--- config.mk ---
export PLATFORM = sky130hd
export DESIGN_NAME = bresenham_line_generator_core
export DESIGN_NICKNAME = d
export VERILOG_FILES = /design/src/sv/blg_pkg.sv /design/src/sv/blg_classify.sv /design/src/sv/blg_point.sv /design/src/sv/bresenham_line_generator_core.sv
export SDC_FILE = /design/constraint.sdc
export NUM_CORES = 1
export LEC_CHECK = 0
export BUFFER_PORTS_ARGS = -buffer_cell sky130_fd_sc_hd__buf_2
export CAP_MARGIN = 20
export CORE_ASPECT_RATIO = 0.7
export CORE_UTILIZATION = 65
export CTS_BUF_LIST = sky130_fd_sc_hd__clkbuf_2
export CTS_CLUSTER_DIAMETER = 200
export DETAILED_ROUTE_END_ITERATION = 7
export HOLD_SLACK_MARGIN = 0.03
export PLACE_DENSITY_LB_ADDON = 0.08
export SLEW_MARGIN = 5
export SYNTH_ARGS = -nofsm -noshare
export SYNTH_HDL_FRONTEND = slang
export SYNTH_HIERARCHICAL = 1
export SYNTH_SLANG_ARGS = --single-unit
--- constraint.sdc ---
create_clock -name aclk -period 21.7 [get_ports aclk]
set_input_delay 1.085 -clock aclk [delete_from_list [all_inputs] [get_ports aclk]]
set_output_delay 1.085 -clock aclk [all_outputs]
set_load 0.1 [all_outputs]
--- src/sv/blg_pkg.sv ---
// Shared constants for the Bresenham line generator.
// Holds the line-kind codes, the command codes and the default coordinate width; no dependencies.
package blg_pkg;

    // Default coordinate width
    localparam int COORD_BITS_DEF = 16;

    // Line kind codes
    localparam int KIND_W = 3;
    localparam logic [KIND_W-1:0] KIND_OCT0 = 3'd0;
    localparam logic [KIND_W-1:0] KIND_OCT1 = 3'd1;
    localparam logic [KIND_W-1:0] KIND_OCT6 = 3'd2;
    localparam logic [KIND_W-1:0] KIND_OCT7 = 3'd3;
    localparam logic [KIND_W-1:0] KIND_BACK = 3'd4;

    // Input command codes
    localparam logic CMD_LOAD = 1'b0;
    localparam logic CMD_STEP = 1'b1;

endpackage

--- src/sv/blg_classify.sv ---
// Load-time line setup: classifies the line and maps it into octant 0.
// Depends on blg_pkg for the line-kind codes.
module blg_classify #(
    parameter int COORD_BITS = blg_pkg::COORD_BITS_DEF
) (
    input  logic signed [COORD_BITS-1:0]   start_x,
    input  logic signed [COORD_BITS-1:0]   start_y,
    input  logic signed [COORD_BITS-1:0]   end_x,
    input  logic signed [COORD_BITS-1:0]   end_y,
    output logic [blg_pkg::KIND_W-1:0]     kind,
    output logic [COORD_BITS-1:0]          major,
    output logic [COORD_BITS-1:0]          minor,
    output logic signed [COORD_BITS+2:0]   dec_init,
    output logic                           active
);
    import blg_pkg::*;

    logic signed [COORD_BITS:0] dx;
    logic signed [COORD_BITS:0] dy;
    logic signed [COORD_BITS:0] ndy;
    logic [COORD_BITS:0]        maj_w;
    logic [COORD_BITS:0]        mnr_w;

    // Form the end offset relative to the start
    assign dx  = {end_x[COORD_BITS-1], end_x} - {start_x[COORD_BITS-1], start_x};
    assign dy  = {end_y[COORD_BITS-1], end_y} - {start_y[COORD_BITS-1], start_y};
    assign ndy = -dy;

    // Pick the octant and the major and minor extents
    always_comb begin
        kind  = KIND_BACK;
        maj_w = '0;
        mnr_w = '0;
        if (dx < 0) begin
            kind = KIND_BACK;
        end else if (dy > 0) begin
            if (dy < dx) begin
                kind  = KIND_OCT0;
                maj_w = dx;
                mnr_w = dy;
            end else begin
                kind  = KIND_OCT1;
                maj_w = dy;
                mnr_w = dx;
            end
        end else if (ndy < dx) begin
            kind  = KIND_OCT7;
            maj_w = dx;
            mnr_w = ndy;
        end else begin
            kind  = KIND_OCT6;
            maj_w = ndy;
            mnr_w = dx;
        end
    end

    assign major    = maj_w[COORD_BITS-1:0];
    assign minor    = mnr_w[COORD_BITS-1:0];
    assign active   = (major != '0);

    // Initial error term 2*minor - major
    assign dec_init = $signed({2'b00, minor, 1'b0}) - $signed({3'b000, major});

endmodule

--- src/sv/blg_point.sv ---
// Step logic: maps the current octant-0 position back to the line's octant
// and advances the error term. Depends on blg_pkg for the line-kind codes.
module blg_point #(
    parameter int COORD_BITS = blg_pkg::COORD_BITS_DEF
) (
    input  logic [COORD_BITS-1:0]          origin_x,
    input  logic [COORD_BITS-1:0]          origin_y,
    input  logic [blg_pkg::KIND_W-1:0]     kind,
    input  logic [COORD_BITS-1:0]          major,
    input  logic [COORD_BITS-1:0]          minor,
    input  logic [COORD_BITS-1:0]          step_index,
    input  logic [COORD_BITS-1:0]          minor_pos,
    input  logic signed [COORD_BITS+2:0]   decision,
    output logic [COORD_BITS-1:0]          pt_x,
    output logic [COORD_BITS-1:0]          pt_y,
    output logic                           last,
    output logic [COORD_BITS-1:0]          step_index_next,
    output logic [COORD_BITS-1:0]          minor_pos_next,
    output logic signed [COORD_BITS+2:0]   decision_next
);
    import blg_pkg::*;

    logic signed [COORD_BITS+2:0] two_minor;
    logic signed [COORD_BITS+2:0] two_major;

    // Map the point back through the inverse octant transform
    always_comb begin
        unique case (kind)
            KIND_OCT1: begin
                pt_x = origin_x + minor_pos;
                pt_y = origin_y + step_index;
            end
            KIND_OCT6: begin
                pt_x = origin_x + minor_pos;
                pt_y = origin_y - step_index;
            end
            KIND_OCT7: begin
                pt_x = origin_x + step_index;
                pt_y = origin_y - minor_pos;
            end
            default: begin
                pt_x = origin_x + step_index;
                pt_y = origin_y + minor_pos;
            end
        endcase
    end

    assign step_index_next = step_index + 1'b1;
    assign last            = (step_index_next == major);

    // Advance the error term after the point is taken
    assign two_minor = $signed({2'b00, minor, 1'b0});
    assign two_major = $signed({2'b00, major, 1'b0});

    always_comb begin
        if (decision < 0) begin
            decision_next  = decision + two_minor;
            minor_pos_next = minor_pos;
        end else begin
            decision_next  = decision + two_minor - two_major;
            minor_pos_next = minor_pos + 1'b1;
        end
    end

endmodule

--- src/sv/bresenham_line_generator_core.sv ---
// Bresenham line generator: input item register, setup/step logic, result register.
// Each item passes through 2 register stages: the input item register, then the result register.
// Throughput: one item per cycle while the result channel is not stalled by m_tready.
// Reset (aresetn low, synchronous): clears both stage valids and all line state;
// a step before any load yields no point with line kind octant 0.
module bresenham_line_generator_core #(
    parameter int COORD_BITS = blg_pkg::COORD_BITS_DEF
) (
    input  logic                                    aclk,
    input  logic                                    aresetn,
    // Input channel
    input  logic                                    s_tvalid,
    output logic                                    s_tready,
    // s_tdata: start_x, start_y, end_x, end_y (lowest first), zero pad to bytes
    input  logic [((4*COORD_BITS+7)/8)*8-1:0]       s_tdata,
    // s_tuser: cmd
    input  logic                                    s_tuser,
    // Result channel
    output logic                                    m_tvalid,
    input  logic                                    m_tready,
    // m_tdata: pt_x, pt_y (lowest first), zero pad to bytes
    output logic [((2*COORD_BITS+7)/8)*8-1:0]       m_tdata,
    // m_tuser: has_point, line_kind (lowest first)
    output logic [blg_pkg::KIND_W:0]                m_tuser,
    // m_tlast: last_point
    output logic                                    m_tlast
);
    import blg_pkg::*;

    localparam int C = COORD_BITS;

    // Input stage
    logic          in_valid_reg;
    logic          in_cmd_reg;
    logic [C-1:0]  in_sx_reg, in_sy_reg, in_ex_reg, in_ey_reg;

    // Line state
    logic [C-1:0]          origin_x_reg, origin_x_next;
    logic [C-1:0]          origin_y_reg, origin_y_next;
    logic [KIND_W-1:0]     octant_sel_reg, octant_sel_next;
    logic [C-1:0]          major_len_reg, major_len_next;
    logic [C-1:0]          minor_delta_reg, minor_delta_next;
    logic [C-1:0]          step_index_reg, step_index_next;
    logic [C-1:0]          minor_pos_reg, minor_pos_next;
    logic signed [C+2:0]   decision_reg, decision_next;
    logic                  line_active_reg, line_active_next;

    // Result stage
    logic                  out_valid_reg;
    logic                  out_has_reg, out_has_next;
    logic [C-1:0]          out_x_reg, out_x_next;
    logic [C-1:0]          out_y_reg, out_y_next;
    logic                  out_last_reg, out_last_next;
    logic [KIND_W-1:0]     out_kind_reg, out_kind_next;

    // Setup and step results
    logic [KIND_W-1:0]     ld_kind;
    logic [C-1:0]          ld_major, ld_minor;
    logic signed [C+2:0]   ld_dec;
    logic                  ld_active;
    logic [C-1:0]          st_x, st_y, st_index, st_minor_pos;
    logic                  st_last;
    logic signed [C+2:0]   st_dec;

    logic advance;

    // Move the item forward when the result register is free or draining
    assign advance  = !out_valid_reg || m_tready;
    assign s_tready = !in_valid_reg || advance;

    // Capture input items
    always_ff @(posedge aclk) begin
        if (!aresetn) begin
            in_valid_reg <= 1'b0;
        end else if (s_tready) begin
            in_valid_reg <= s_tvalid;
        end
        if (s_tvalid && s_tready) begin
            in_cmd_reg <= s_tuser;
            in_sx_reg  <= s_tdata[C-1:0];
            in_sy_reg  <= s_tdata[2*C-1:C];
            in_ex_reg  <= s_tdata[3*C-1:2*C];
            in_ey_reg  <= s_tdata[4*C-1:3*C];
        end
    end

    blg_classify #(
        .COORD_BITS (C)
    ) u_classify (
        .start_x  (in_sx_reg),
        .start_y  (in_sy_reg),
        .end_x    (in_ex_reg),
        .end_y    (in_ey_reg),
        .kind     (ld_kind),
        .major    (ld_major),
        .minor    (ld_minor),
        .dec_init (ld_dec),
        .active   (ld_active)
    );

    blg_point #(
        .COORD_BITS (C)
    ) u_point (
        .origin_x        (origin_x_reg),
        .origin_y        (origin_y_reg),
        .kind            (octant_sel_reg),
        .major           (major_len_reg),
        .minor           (minor_delta_reg),
        .step_index      (step_index_reg),
        .minor_pos       (minor_pos_reg),
        .decision        (decision_reg),
        .pt_x            (st_x),
        .pt_y            (st_y),
        .last            (st_last),
        .step_index_next (st_index),
        .minor_pos_next  (st_minor_pos),
        .decision_next   (st_dec)
    );

    // Select the next line state and result for the held item
    always_comb begin
        origin_x_next    = origin_x_reg;
        origin_y_next    = origin_y_reg;
        octant_sel_next  = octant_sel_reg;
        major_len_next   = major_len_reg;
        minor_delta_next = minor_delta_reg;
        step_index_next  = step_index_reg;
        minor_pos_next   = minor_pos_reg;
        decision_next    = decision_reg;
        line_active_next = line_active_reg;
        out_has_next     = 1'b0;
        out_x_next       = '0;
        out_y_next       = '0;
        out_last_next    = 1'b0;
        out_kind_next    = octant_sel_reg;
        if (in_cmd_reg == CMD_LOAD) begin
            origin_x_next    = in_sx_reg;
            origin_y_next    = in_sy_reg;
            octant_sel_next  = ld_kind;
            major_len_next   = ld_major;
            minor_delta_next = ld_minor;
            step_index_next  = '0;
            minor_pos_next   = '0;
            decision_next    = ld_dec;
            line_active_next = ld_active;
            out_last_next    = !ld_active;
            out_kind_next    = ld_kind;
        end else if (line_active_reg) begin
            step_index_next  = st_index;
            minor_pos_next   = st_minor_pos;
            decision_next    = st_dec;
            line_active_next = !st_last;
            out_has_next     = 1'b1;
            out_x_next       = st_x;
            out_y_next       = st_y;
            out_last_next    = st_last;
        end
    end

    // Update line state and the result register
    always_ff @(posedge aclk) begin
        if (!aresetn) begin
            out_valid_reg   <= 1'b0;
            origin_x_reg    <= '0;
            origin_y_reg    <= '0;
            octant_sel_reg  <= KIND_OCT0;
            major_len_reg   <= '0;
            minor_delta_reg <= '0;
            step_index_reg  <= '0;
            minor_pos_reg   <= '0;
            decision_reg    <= '0;
            line_active_reg <= 1'b0;
        end else if (advance) begin
            out_valid_reg <= in_valid_reg;
            if (in_valid_reg) begin
                origin_x_reg    <= origin_x_next;
                origin_y_reg    <= origin_y_next;
                octant_sel_reg  <= octant_sel_next;
                major_len_reg   <= major_len_next;
                minor_delta_reg <= minor_delta_next;
                step_index_reg  <= step_index_next;
                minor_pos_reg   <= minor_pos_next;
                decision_reg    <= decision_next;
                line_active_reg <= line_active_next;
            end
        end
        if (advance && in_valid_reg) begin
            out_has_reg  <= out_has_next;
            out_x_reg    <= out_x_next;
            out_y_reg    <= out_y_next;
            out_last_reg <= out_last_next;
            out_kind_reg <= out_kind_next;
        end
    end

    // Drive the result channel
    always_comb begin
        m_tdata          = '0;
        m_tdata[C-1:0]   = out_x_reg;
        m_tdata[2*C-1:C] = out_y_reg;
    end

    assign m_tvalid = out_valid_reg;
    assign m_tuser  = {out_kind_reg, out_has_reg};
    assign m_tlast  = out_last_reg;

endmodule

# ---- Yosys cells after proc, flatten, opt, wreduce, memory -nomap -nowiden
# Cells that the tools add are included.
dict set report totals {
  register_bits 223
  input_bits 69
  out_inout_bits 39
  word_cells 90
}
dict set report op_classes {
  add_sub_neg 14
  n_lt_le_gt_ge 5
  eq_ne 6
  n_mux 28
  n_bitwise 1
  n_reduce_logical 15
}
# op count
set op_table {}
lappend op_table {{2-to-1 mux 16 bit} 14}
lappend op_table {{adder 16 bit} 4}
lappend op_table {{2-to-1 mux 19 bit} 3}
lappend op_table {{case mux 16 bit (3 select lines)} 1}
lappend op_table {{< comparator 17 bit} 2}
lappend op_table {{subtractor 16 x 16 -> 17 bit} 2}
lappend op_table {{adder 16 x 1 -> 16 bit (second input constant)} 2}
lappend op_table {{subtractor 16 bit} 2}
lappend op_table {{adder 19 x 18 -> 19 bit} 1}
lappend op_table {{< comparator 19 x 1 -> 1 bit (second input constant)} 1}
lappend op_table {{subtractor 19 x 18 -> 19 bit} 1}
lappend op_table {{subtractor 17 x 16 -> 18 bit} 1}
lappend op_table {{greater-than comparator 17 x 1 -> 1 bit (second input constant)} 1}
lappend op_table {{< comparator 17 x 1 -> 1 bit (second input constant)} 1}
lappend op_table {{negator 17 bit} 1}
lappend op_table {{== test 16 bit} 1}
lappend op_table {{nonzero test 16 bit} 1}
lappend op_table {{2-to-1 mux 3 bit} 3}
lappend op_table {{2-to-1 mux 1 bit} 7}
lappend op_table {{== test 3 x 2 -> 1 bit (second input constant)} 2}
lappend op_table {{AND reduction 3 bit} 2}
lappend op_table {{zero test 1 bit} 4}
lappend op_table {{AND reduction 2 bit} 2}
lappend op_table {{AND reduction 4 bit} 1}
lappend op_table {{other kinds (7)} 9}

# ---- Logic depth before layout (Yosys ltp)
dict set report logic_depth {
  word_depth 9
  depth_mapped 40
  ltp_nobuf 40
}

# ---- Hierarchy
# Netlist, hierarchy kept.
# module instances cells_each area_each_um2 seq_area_each_um2
set by_module_without_submodules {}
lappend by_module_without_submodules {bresenham_line_generator_core 1 621 8135.3 5485.3}
lappend by_module_without_submodules {blg_point 1 695 4887.2 0.0}
lappend by_module_without_submodules {blg_classify 1 586 4063.9 0.0}

# ---- Worst setup path before layout
# OpenSTA, ideal clock, no wires.
dict set report synth_timing {
  path_type {flip-flop to flip-flop}
  from {register in_sy_reg[1]}
  to {register decision_reg[16]}
  setup_time_ps 212
  arrival_ps 7768
  t_required_ps 21488
  path_slack_ps 13720
  stages_incl_launch_ff 39
  n_path_buf 1
  period_less_slack_ps 7980
  cell_sequence {edfxtp_1 inv_1 ha_1 nor2b_1 o31a_1 o31a_1 o31a_1 xnor2_2 nand3_1 nor2_1 nand3_1 or4_1 ha_1 inv_1 ha_1 nand4_1 nor3_1 nor2_1 (+3 left out) buf_2 o221ai_1 a21oi_1 ha_1 nor2b_1 o21ai_0 a21boi_0 o21ai_0 a21boi_0 o21ai_0 a21o_1 a21oi_1 a21o_1 a21oi_1 o21ai_0 xnor2_1 mux2i_1 a311oi_1}
}
dict set report synth_via {
  elab_chain_cells 8
  elab_cells_between_ends 15
  classes_between {add/sub (3); order compare (3); mux (9)}
}
# element line_no
set synth_lines {}
lappend synth_lines {{start: declaration} bresenham_line_generator_core.sv:35} ;# logic [C-1:0] in_sx_reg, in_sy_reg, in_ex_reg, in_ey_reg;
lappend synth_lines {{start signal: assignment} bresenham_line_generator_core.sv:81} ;# in_sy_reg <= s_tdata[2*C-1:C];
lappend synth_lines {{subtractor 16 x 16 -> 17 bit (*)} blg_classify.sv:26} ;# assign dy = {end_y[COORD_BITS-1], end_y} - {start_y[COORD_BITS-1], start_y};
lappend synth_lines {{negator 17 bit} blg_classify.sv:27} ;# assign ndy = -dy;
lappend synth_lines {{< comparator 17 bit} blg_classify.sv:46} ;# end else if (ndy < dx) begin
lappend synth_lines {{2-to-1 mux 16 bit} blg_classify.sv:46}
lappend synth_lines {{2-to-1 mux 16 bit (*)} blg_classify.sv:36} ;# end else if (dy > 0) begin
lappend synth_lines {{2-to-1 mux 16 bit (*)} blg_classify.sv:34} ;# if (dx < 0) begin
lappend synth_lines {{named net ld_minor[1]} bresenham_line_generator_core.sv:58} ;# logic [C-1:0] ld_major, ld_minor;
lappend synth_lines {{subtractor 17 x 16 -> 18 bit (*)} blg_classify.sv:62} ;# assign dec_init = $signed({2'b00, minor, 1'b0}) - $signed({3'b000, major});
lappend synth_lines {{named net ld_dec[16]} bresenham_line_generator_core.sv:59} ;# logic signed [C+2:0] ld_dec;
lappend synth_lines {{2-to-1 mux 19 bit (*)} bresenham_line_generator_core.sv:136} ;# if (in_cmd_reg == CMD_LOAD) begin
lappend synth_lines {{end signal: assignment} bresenham_line_generator_core.sv:183} ;# decision_reg <= decision_next;
lappend synth_lines {{end: declaration} bresenham_line_generator_core.sv:45} ;# logic signed [C+2:0] decision_reg, decision_next;
# The timed path passes the listed nets; every way through them passes the cells marked *.
# A chain may end at the register's enable or synchronous reset.

# ---- Final worst setup path
dict set report layout_timing {
  from {register in_ex_reg[0]}
  to {register decision_reg[16]}
}
dict set report layout_via {
  elab_chain_cells 7
  elab_cells_between_ends 14
  classes_between {add/sub (2); order compare (3); mux (9)}
}
# element line_no
set layout_lines {}
lappend layout_lines {{start: declaration} bresenham_line_generator_core.sv:35}
lappend layout_lines {{start signal: assignment} bresenham_line_generator_core.sv:82} ;# in_ex_reg <= s_tdata[3*C-1:2*C];
lappend layout_lines {{subtractor 16 x 16 -> 17 bit (*)} blg_classify.sv:25} ;# assign dx = {end_x[COORD_BITS-1], end_x} - {start_x[COORD_BITS-1], start_x};
lappend layout_lines {{< comparator 17 bit (on tied branches)} {blg_classify.sv:46, blg_classify.sv:37}}
lappend layout_lines {{2-to-1 mux 16 bit (on tied branches)} {blg_classify.sv:46, blg_classify.sv:37}}
lappend layout_lines {{2-to-1 mux 16 bit} blg_classify.sv:36}
lappend layout_lines {{2-to-1 mux 16 bit} blg_classify.sv:34}
lappend layout_lines {{subtractor 17 x 16 -> 18 bit (*)} blg_classify.sv:62}
lappend layout_lines {{named net ld_dec[16]} bresenham_line_generator_core.sv:59}
lappend layout_lines {{2-to-1 mux 19 bit (*)} bresenham_line_generator_core.sv:136}
# Marks and branches as above.

==> flow_summary.toml <==
[final_layout]
multi_input_area_um2 = 10560
fillers = 2106
largest_reg_flops = 18
area_growth_pct = 6.163
fin_nets = 2202
seqCellArea_um2 = 5465
drive_gt1_frac = 0.1322

[place]
post-dp-hpwl_mm = 37.12
portBuffers = 107
routabilityCongestion = 0.9713

[timing]
drv_slew = 0
setup_viol = 0
fin_crit_ns = 9.496
finalHoldViolCount = 0
tns_ns = 0
grt_setup_unrepaired = "false"
slew_headroom = 0.3776
finalClockSkew_ns = 0.04767
min_period_over_period = 0.4376
worst_slew_pin_slew_ns = 0.9335
hold_ws_ns = 0.3534
fmax_ghz = 0.1053

[critical_path]
end_kind = "register"
max_stage_delay_ns = 0.57
worstSetupPathType = "register to register"
timing.critical_path.required_ns = 22.50
rrSetupSlack_ns = 12.20
crit-reg2reg-launch = "in_ex_reg[0]"
cp_max_fo = 25
critical_path_depth = 38
path_common_cell = "o21ai_0"
crit_arrival_ns = 10.30
slowest_stage = "o31a_1"
rr_worst_depth = 38
cpLargestDelayFamily = "compound AO/OA/AOI/OAI gates"
reg2reg_to = "decision_reg[16]"
path_buf_inv = 5
critPathLaunchType = "register"

[floorplanning]
core_um2 = 25690
die_h_um = 137.4
row_count = 49
pin_count = 108
start_util = 0.6631
dieArea_um2 = 26870
fp.dieW_um = 195.5

[clock_network]
cts_inserted_buffers = 55
cts_tree = "yes"
cts_buffer_depth = 3
clk_latency_ns = 0.90
cts.repair.resized = 0
cts.sinks = 222
post_cts_buffers = 0
ctsHoldBuffers = 0
clk_pin_slew_ns = 0.11
htreeDepth = 2
clockRootBuffer = "clkbuf_2"

[logic_synthesis]
avgSynthCellArea_um2 = 8.979
syn_inst = 1897
ys.warnings.count = 6
synth_area_um2 = 17030
syn_nets = 2119

[grt]
antenna_found_initial = 1
overflow = 0
grt_max_degree = 82
grt_usage = 0.3572
grt_pass1_wl_mm = 73.88
grt_pass1_vias = 13500

[run_status]
status = "finished clean"

[pwr]
p_per_area_nw_per_um2 = 85.35
leakage_nw = 7.828
peakVddDrop_mv = 0.05647

[drt]
dr_total_vias = 15060
post_drt_wl_per_cell_um = 20.94
routed_wl_mm = 49.26
first_pass_iters = 5
drcViolationCount = 0
drt_iter0_markers = 1683
ant_nets = 0
viasPerCell = 6.403

[worst_hold_path]
hold_depth = 1
min_to = "in_sy_reg[7]"
worstHoldPathType = "primary input to register"
worstHoldStart = "s_tdata[23]"

[run]
max_cap_viol_count = 0
## worst max path at each step
stage,to,startpoint,slack [ns]
detailed placement,decision_reg[16],in_ex_reg[0],12.40
global route,decision_reg[16],in_ex_reg[0],11.38
global placement,decision_reg[16],in_ex_reg[0],12.71
floorplan,decision_reg[16],in_sy_reg[1],13.72
CTS,decision_reg[16],in_ex_reg[0],12.37
finish,decision_reg[16],in_ex_reg[0],12.20
## per-layer routing
metal	vias up	part of all wire	track usage
met2	755	0.42	0.5365
met5	-	0	0
met4	0	0.018	0.09186
li1	7096	-	-
met3	63	0.10	0.07613
met1	7146	0.46	0.5195
## where the power goes
| part | internal, mW | switching [mW] | total, mW | leakage [nW] |
|---|---|---|---|---|
| logic | 0.300 | 0.491 | 0.791 | 5.50 |
| registers | 0.459 | 0.0145 | 0.474 | 1.97 |
| clock network | 0.0972 | 0.182 | 0.279 | 0.358 |
| total | 0.856 | 0.687 | 1.54 | 7.83 |
## area by class of cell
class / count / area share
repair buffers: 126 / 0.03923
flip-flops and latches: 222 / 0.3022
diodes: 1 / 0.0001384
well taps: 331 / 0.02290
inverters: 124 / 0.02574
clock inverters: 19 / 0.004497
clock buffers: 78 / 0.02159
multi-input cells: 1451 / 0.5837
## metrics by stage
step | util | setup slack (ns) | total power [mW] | instance area [um2] | cells
floorplan | - | 13.72 | 1.060 | 17030 | 1897
global placement | 0.6835 | 12.71 | 1.229 | 17560 | 2251
detailed placement | 0.6835 | 12.40 | 1.246 | 17560 | 2251
CTS | 0.7019 | 12.37 | 1.525 | 18030 | 2348
global route | 0.7040 | 11.38 | 1.639 | 18080 | 2352
finish | 0.7040 | 12.20 | 1.543 | 18080 | 2352
## layout by cell type, fill, tap and decap left out, types with 35 or more instances in the layout
cell type,n
nand2_1,213
a21o_1,35
a21oi_1,87
nor2_1,98
clkbuf_2,78
nand3_1,42
xor2_1,49
o21ai_0,68
xnor2_1,116
buf_2,106
inv_1,122
dfxtp_1,120
nor3_1,45
mux2i_1,99
edfxtp_1,102
ha_1,146
and3_1,48
a22o_1,35
No activity file was read; power rests on OpenSTA's default activity.
